File: src/hdl/ppm_pkg.sv
// Shared types, widths and opcodes for the polynomial multiplier.
package ppm_pkg;

  localparam int COEF_W      = 10;
  localparam int OP_W        = 2;
  localparam int VALUE_W     = 10;
  localparam int IDX_W       = 6;
  localparam int MAX_LEN_DEF = 32;
  localparam int MODULUS_DEF = 1009;
  localparam int SUM_W_DEF   = 2 * COEF_W + $clog2(MAX_LEN_DEF);

  localparam logic [OP_W-1:0] OP_LOAD_A  = 2'd0;
  localparam logic [OP_W-1:0] OP_LOAD_B  = 2'd1;
  localparam logic [OP_W-1:0] OP_COMPUTE = 2'd2;

  typedef struct packed {
    logic [OP_W-1:0]   opcode;
    logic [COEF_W-1:0] coefficient;
  } in_item_t;

  typedef struct packed {
    logic [VALUE_W-1:0] product_value;
    logic [IDX_W-1:0]   product_index;
    logic               last;
  } out_item_t;

  // Broadcast control for the cell chain
  typedef struct packed {
    logic              clear;
    logic              step;
    logic [COEF_W-1:0] x;
  } cell_ctrl_t;

endpackage

File: src/hdl/ppm_reduce.sv
// Pipelined reciprocal reduction of a convolution sum modulo the prime.
module ppm_reduce import ppm_pkg::*; #(
  parameter int SUM_W   = SUM_W_DEF,
  parameter int MODULUS = MODULUS_DEF
) (
  input  logic             clk,
  input  logic             rst_n,
  input  logic             start,
  input  logic [SUM_W-1:0] value,
  output logic             done,
  output logic [$clog2(MODULUS+1)-1:0] result
);

  localparam int MOD_W  = $clog2(MODULUS + 1);
  localparam int PROD_W = 2 * SUM_W;
  localparam logic [SUM_W-1:0] RECIP = SUM_W'((64'd1 << SUM_W) / MODULUS);
  localparam logic [SUM_W-1:0] MOD_V = SUM_W'(MODULUS);

  logic [1:0]       vld_r;
  logic             done_r;
  logic [SUM_W-1:0] val_r;
  logic [SUM_W-1:0] q_r;
  logic [SUM_W-1:0] rem_r;
  logic [MOD_W-1:0] res_r;
  logic [SUM_W-1:0] rem_raw;

  // The reciprocal quotient is exact or one short, so rem_raw stays below twice the modulus
  assign rem_raw = val_r - q_r * MOD_V;

  // Advance the stage valids: quotient, remainder, final correction
  always_ff @(posedge clk) begin
    if (!rst_n) begin
      vld_r  <= '0;
      done_r <= 1'b0;
    end else begin
      vld_r  <= {vld_r[0], start};
      done_r <= vld_r[1];
    end
  end

  // Estimate the quotient, form the remainder, then subtract the modulus once if needed
  always_ff @(posedge clk) begin
    if (start) begin
      val_r <= value;
      q_r   <= SUM_W'((PROD_W'(value) * PROD_W'(RECIP)) >> SUM_W);
    end
    if (vld_r[0]) begin
      rem_r <= rem_raw;
    end
    if (vld_r[1]) begin
      res_r <= (rem_r >= MOD_V) ? MOD_W'(rem_r - MOD_V) : MOD_W'(rem_r);
    end
  end

  assign done   = done_r;
  assign result = res_r;

  a_result_range: assert property (@(posedge clk) disable iff (!rst_n)
    done_r |-> (res_r < MOD_W'(MODULUS)))
    else $error("reduced value not below modulus");

  a_no_restart: assert property (@(posedge clk) disable iff (!rst_n)
    (|vld_r) |-> !start)
    else $error("reduction restarted while busy");

  a_done_follows: assert property (@(posedge clk) disable iff (!rst_n)
    start |-> ##3 done_r)
    else $error("reduction did not finish in three cycles");

endmodule

File: config.mk
export PLATFORM = sky130hd
export DESIGN_NAME = ppm_reduce
export DESIGN_NICKNAME = d
export VERILOG_FILES = /design/src/hdl/ppm_pkg.sv /design/src/hdl/ppm_reduce.sv
export SDC_FILE = /design/constraint.sdc
export NUM_CORES = 1
export LEC_CHECK = 0
export ABC_AREA = 1
export BUFFER_PORTS_ARGS = -buffer_cell sky130_fd_sc_hd__clkbuf_2
export CORE_MARGIN = 10
export CORE_UTILIZATION = 29
export CTS_CLUSTER_SIZE = 12
export DETAILED_ROUTE_END_ITERATION = 16
export PLACE_DENSITY = 0.52
export SYNTH_ARGS = -nofsm -noshare
export SYNTH_HDL_FRONTEND = slang
export SYNTH_SLANG_ARGS = --single-unit
File: constraint.sdc
create_clock -name clk -period 11.4 [get_ports clk]
set_input_delay 1.14 -clock clk [delete_from_list [all_inputs] [get_ports clk]]
set_output_delay 1.14 -clock clk [all_outputs]
set_load 0.02 [all_outputs]
Yosys cells after proc, flatten, opt, wreduce, memory -nomap -nowiden
Cells that the tools add are included.

Muxes and demuxes: 1. Magnitude comparators: 1. $add $sub $neg: 2. $mul: 2.

Operators with widths (count): $mul A25 B16 Y41 const B (1); $ge A25 B10 Y1 const B (1); $mul A16 B10 Y25 const B (1); $sub A25 B25 Y25 (1); $mux W10 (1); $sub A10 B10 Y10 const B (1).

Bits of input ports: 28. Bits in registers: 79. Output and inout bits: 11.

Depth between registers and ports, before layout
Word-level depth: 2. Mapped depth: 26. Mapped depth without buffers: 26.

Worst setup path after synthesis
OpenSTA, ideal clock, no wires.

Path kind: input to register. Start: input port value[9]. End: register q_r[2] (data pin). Setup slack: 5739 ps. Setup time: 252 ps. Arrival: 5409 ps. Path buffers: 0. Data required time: 11148 ps. Stages on the path: 22. Path through: ha_1 -> nand2_1 -> inv_1 -> nor2_1 -> ha_1 -> or2_2 -> fa_1 -> inv_1 -> fa_1 -> inv_1 -> fa_1 -> inv_1 -> fa_1 -> inv_1 -> ha_1 -> a21oi_1 -> o21ai_0 -> o21bai_1 -> a21boi_0 -> nand2_1 -> nand2_1 -> nand2_1.

Word-level cells in the longest chain between the ends: 1.

Ends and longest elaborated chain: start, declared (RTL line ppm_reduce.sv:9) `input logic [SUM_W-1:0] value,`; $mul A25 B16 Y41 (RTL line ppm_reduce.sv:45) `q_r <= SUM_W'((PROD_W'(value) * PROD_W'(RECIP)) >> SUM_W);`; end signal, assigned (RTL line ppm_reduce.sv:45); end, declared (RTL line ppm_reduce.sv:22) `logic [SUM_W-1:0] q_r;`.

No other way between the ends. A chain may end at the register's enable or synchronous reset.

Final worst setup path
Start: input port value[9]. End: register q_r[0] (data pin).

The elaborated chain is that of the path after synthesis.

==> reports/qor.log <==
qor: global_route.number_of_global_route_vias_before_repair 10600
qor: floorplan.starting_utilization_of_the_core_area 29.5%
qor: cts.cts_buffers 9
qor: yosys.yosys.cell_count.top_type sky130_fd_sc_hd__inv_1
qor: placement.gp_congestion 0.918
qor: global_route.grt_antenna_before_repair 0
qor: floorplan.fp.coreArea 45700 sq um
qor: global_route.grt_pass1_wl 56600 um
qor: timing.fin_skew 0.0124 ns
qor: global_route.global_route.usage.total 12.8%
qor: timing.final_count_of_negative_setup_slack_endpoints 0
qor: final_layout.final_net_count 2040
qor: yosys.synth_fa_ha_area_share 47.0%
qor: min_path.min-delay-path-class reg -> reg
qor: yosys.synth.top_cells.by_area sky130_fd_sc_hd__fa_1 (28%), sky130_fd_sc_hd__ha_1 (19%), sky130_fd_sc_hd__edfxtp_1 (17%), sky130_fd_sc_hd__inv_1 (12%), sky130_fd_sc_hd__nand2_1 (6.7%)
qor: yosys.synthFlopType sky130_fd_sc_hd__edfxtp_1
qor: yosys.synth_simple_gate_area_share 14.5%
qor: cts.root_buffer sky130_fd_sc_hd__clkbuf_16
qor: yosys.main_combinational_cell_family_by_area_after_synthesis adder cells
qor: yosys.post_synth_most_frequent_cells sky130_fd_sc_hd__inv_1 (442), sky130_fd_sc_hd__nand2_1 (242), sky130_fd_sc_hd__ha_1 (207)
qor: global_route.grt_max_degree 43
qor: timing.max_slew_margin 32.2%
qor: final_layout.fillerInstances 4888
qor: cts.post_cts_hold_buffer_count 0
qor: routing.postRouteAntennaNets 0
qor: yosys.synth_largest_area_cell sky130_fd_sc_hd__fa_1
qor: critical_path.worst_ep_required_time 11.56 ns
qor: run.max-cap-violations 0
qor: global_route.grt_overflow_total 0
qor: routing.overall_routed_net_length 34500 um
qor: timing.finalHoldViolations 0
qor: final_layout.post_layout_nonfiller_instances 2223
qor: routing.vias_per_cell 4.45
qor: yosys.synth_nets 1991
qor: critical_path.critPathKind in -> reg
qor: placement.hpwlAfterDp 30600 um
qor: yosys.portion_of_netlist_area_occupied_by_mux_cells 0%
qor: final_layout.areaGrowthSynthToFinish 9.28%
qor: timing.rsz0062_at_grt no
qor: cts.clock_sink_count 79
qor: yosys.synth_edf_count 76
qor: placement.post-place-cells 2207
qor: timing.tns 0 ns
qor: final_layout.share_of_cells_above_drive_strength_1 4.81%
qor: routing.drc 0
qor: cts.cts_buffer_depth 2
qor: floorplan.row_cnt 78
qor: cts.htreeDepth 3
qor: yosys.synth_async_sr_flop_share 0%
qor: critical_path.critPathCaptureType register
qor: floorplan.die_area 55500 sq um
qor: floorplan.io_pins 39
qor: outcome.outcome complete, no violations
qor: floorplan.die-height 236 um
qor: timing.finalMaxSlewViolations 0
qor: yosys.synth_cells 1569
qor: yosys.cell_area_synth 13500 sq um
qor: yosys.synth.distinct_cells 36
qor: yosys.synth-seq-area-share 17.4%
qor: cts.clkTransAtPathRegs 0.07 ns
qor: placement.io_buffers 38
qor: floorplan.die_w 236 um
qor: critical_path.setup.worst_path.start_class input pin
qor: cts.cts_tree built
qor: yosys.synth_compound_area_share 6.14%
qor: yosys.yosysWarnings 0
qor: yosys.post-synth-top-area-fraction 27.8%
qor: cts.post-cts-setup-buffer-count 0
qor: routing.drtPass1Iterations 5
qor: yosys.ys_seq_elements 79
qor: cts.clk-insertion-delay-late 0.37 ns
qor: routing.drtIter0Drc 489
qor: timing.final.hold.worst_slack 0.566 ns
qor: timing.period_share 54.1%
qor: yosys.synth_xor_area_share 2.66%
qor: routing.routed-via-count 9889
qor: timing.final.min_clock_period 6.16 ns
qor: routing.post_drt_wl_per_cell 15.5 um
qor: timing.least_margin_pin_slew 1.02 ns
qor: yosys.syn_avg_cell_area 8.60 sq um
qor: critical_path.path_max_fanout 5
qor: critical_path.critPathArrivalTime 6.32 ns
qor: final_layout.diodes 0
qor: cts.cts_resized 0
qor: timing.max_clock_freq 162 MHz
flip-flops by register name, summed over array words and instances (netlist names):
register / cells
rem_r: 25
val_r: 25
q_r: 16
result: 10
vld_r: 2
done: 1
path summary, 6_finish.rpt:
check / startpoint / to / slack, ns / cells after the start
worst max-delay path: value[9] / q_r[0] / 5.24 / 25
worst min-delay path: rem_r[7] / result[7] / 0.57 / 2
worst max register to register: q_r[3] / rem_r[17] / 6.28 / 15
worst min register to register: rem_r[7] / result[7] / 0.57 / 2
cells in the final DEF (no fill, tap or decap), types with 14 or more instances in the layout:
cell type                  count
sky130_fd_sc_hd__inv_1       442
sky130_fd_sc_hd__clkbuf_2     38
sky130_fd_sc_hd__edfxtp_1     76
sky130_fd_sc_hd__o21ai_0      40
sky130_fd_sc_hd__a21oi_1      72
sky130_fd_sc_hd__nor2_1      109
sky130_fd_sc_hd__nand4_1      15
sky130_fd_sc_hd__nor3_1       19
sky130_fd_sc_hd__fa_1        187
sky130_fd_sc_hd__o21bai_1     14
sky130_fd_sc_hd__nand3_1      48
sky130_fd_sc_hd__nand2_1     242
sky130_fd_sc_hd__xor2_1       31
sky130_fd_sc_hd__ha_1        207
sky130_fd_sc_hd__or2_2        14
critical path, stage by stage:
cell and delay, ns:
sky130_fd_sc_hd__clkbuf_2 0.23, sky130_fd_sc_hd__ha_1 0.48, sky130_fd_sc_hd__nand2_1 0.08, sky130_fd_sc_hd__inv_1 0.11, sky130_fd_sc_hd__nor2_1 0.07, sky130_fd_sc_hd__ha_1 0.18, sky130_fd_sc_hd__or2_2 0.30, sky130_fd_sc_hd__fa_1 0.48
sky130_fd_sc_hd__inv_1 0.05, sky130_fd_sc_hd__fa_1 0.47, sky130_fd_sc_hd__inv_1 0.06, sky130_fd_sc_hd__fa_1 0.53, sky130_fd_sc_hd__inv_1 0.05, sky130_fd_sc_hd__fa_1 0.53, sky130_fd_sc_hd__inv_1 0.04, sky130_fd_sc_hd__ha_1 0.33
sky130_fd_sc_hd__nand2_1 0.12, sky130_fd_sc_hd__nor2_1 0.13, sky130_fd_sc_hd__inv_1 0.12, sky130_fd_sc_hd__nor2_1 0.12, sky130_fd_sc_hd__nand2_1 0.08, sky130_fd_sc_hd__nand3_1 0.15, sky130_fd_sc_hd__nand2_1 0.08, sky130_fd_sc_hd__nand2_1 0.08
sky130_fd_sc_hd__xor2_1 0.30
cell families after synthesis:
family,count (synthesis)
AO/OA/AOI/OAI,148
AND/OR/NAND/NOR,463
adder cells (fa/ha/maj),394
XOR/XNOR,41
flip-flops,79
buffers and inverters,444
routing by layer:
layer	share of wire (%)	GRT usage, %	vias to the layer above
li1	-	-	4945
met1	48	16.8	4710
met2	45	20.9	192
met3	4.7	2.74	42
met4	2.3	3.41	0
met5	0	0	-
cell type report:
type	count	area [sq um]	share of cell area (%)
timing repair buffer	39	198	1.34
tap	600	751	5.09
inverter	443	1660	11.3
multi-input combinational	1046	9470	64.3
clock buffer	10	239	1.62
sequential	79	2340	15.9
clock inverter	6	75.1	0.509
through the flow:
stage          utilization (%)  setup WS, ns  instance area [sq um]
6_report                  32.3          5.24                  14700
5_1_grt                   32.3          4.94                  14700
4_1_cts                   32.3          5.36                  14700
3_5_place_dp              31.6          4.96                  14400
3_3_place_gp              31.6          4.91                  14400
2_1_floorplan                -          5.74                  13500
Power is left out: the tool's default activity adds up to more than one toggle a clock period on the data nets, which glitch-free logic cannot reach.
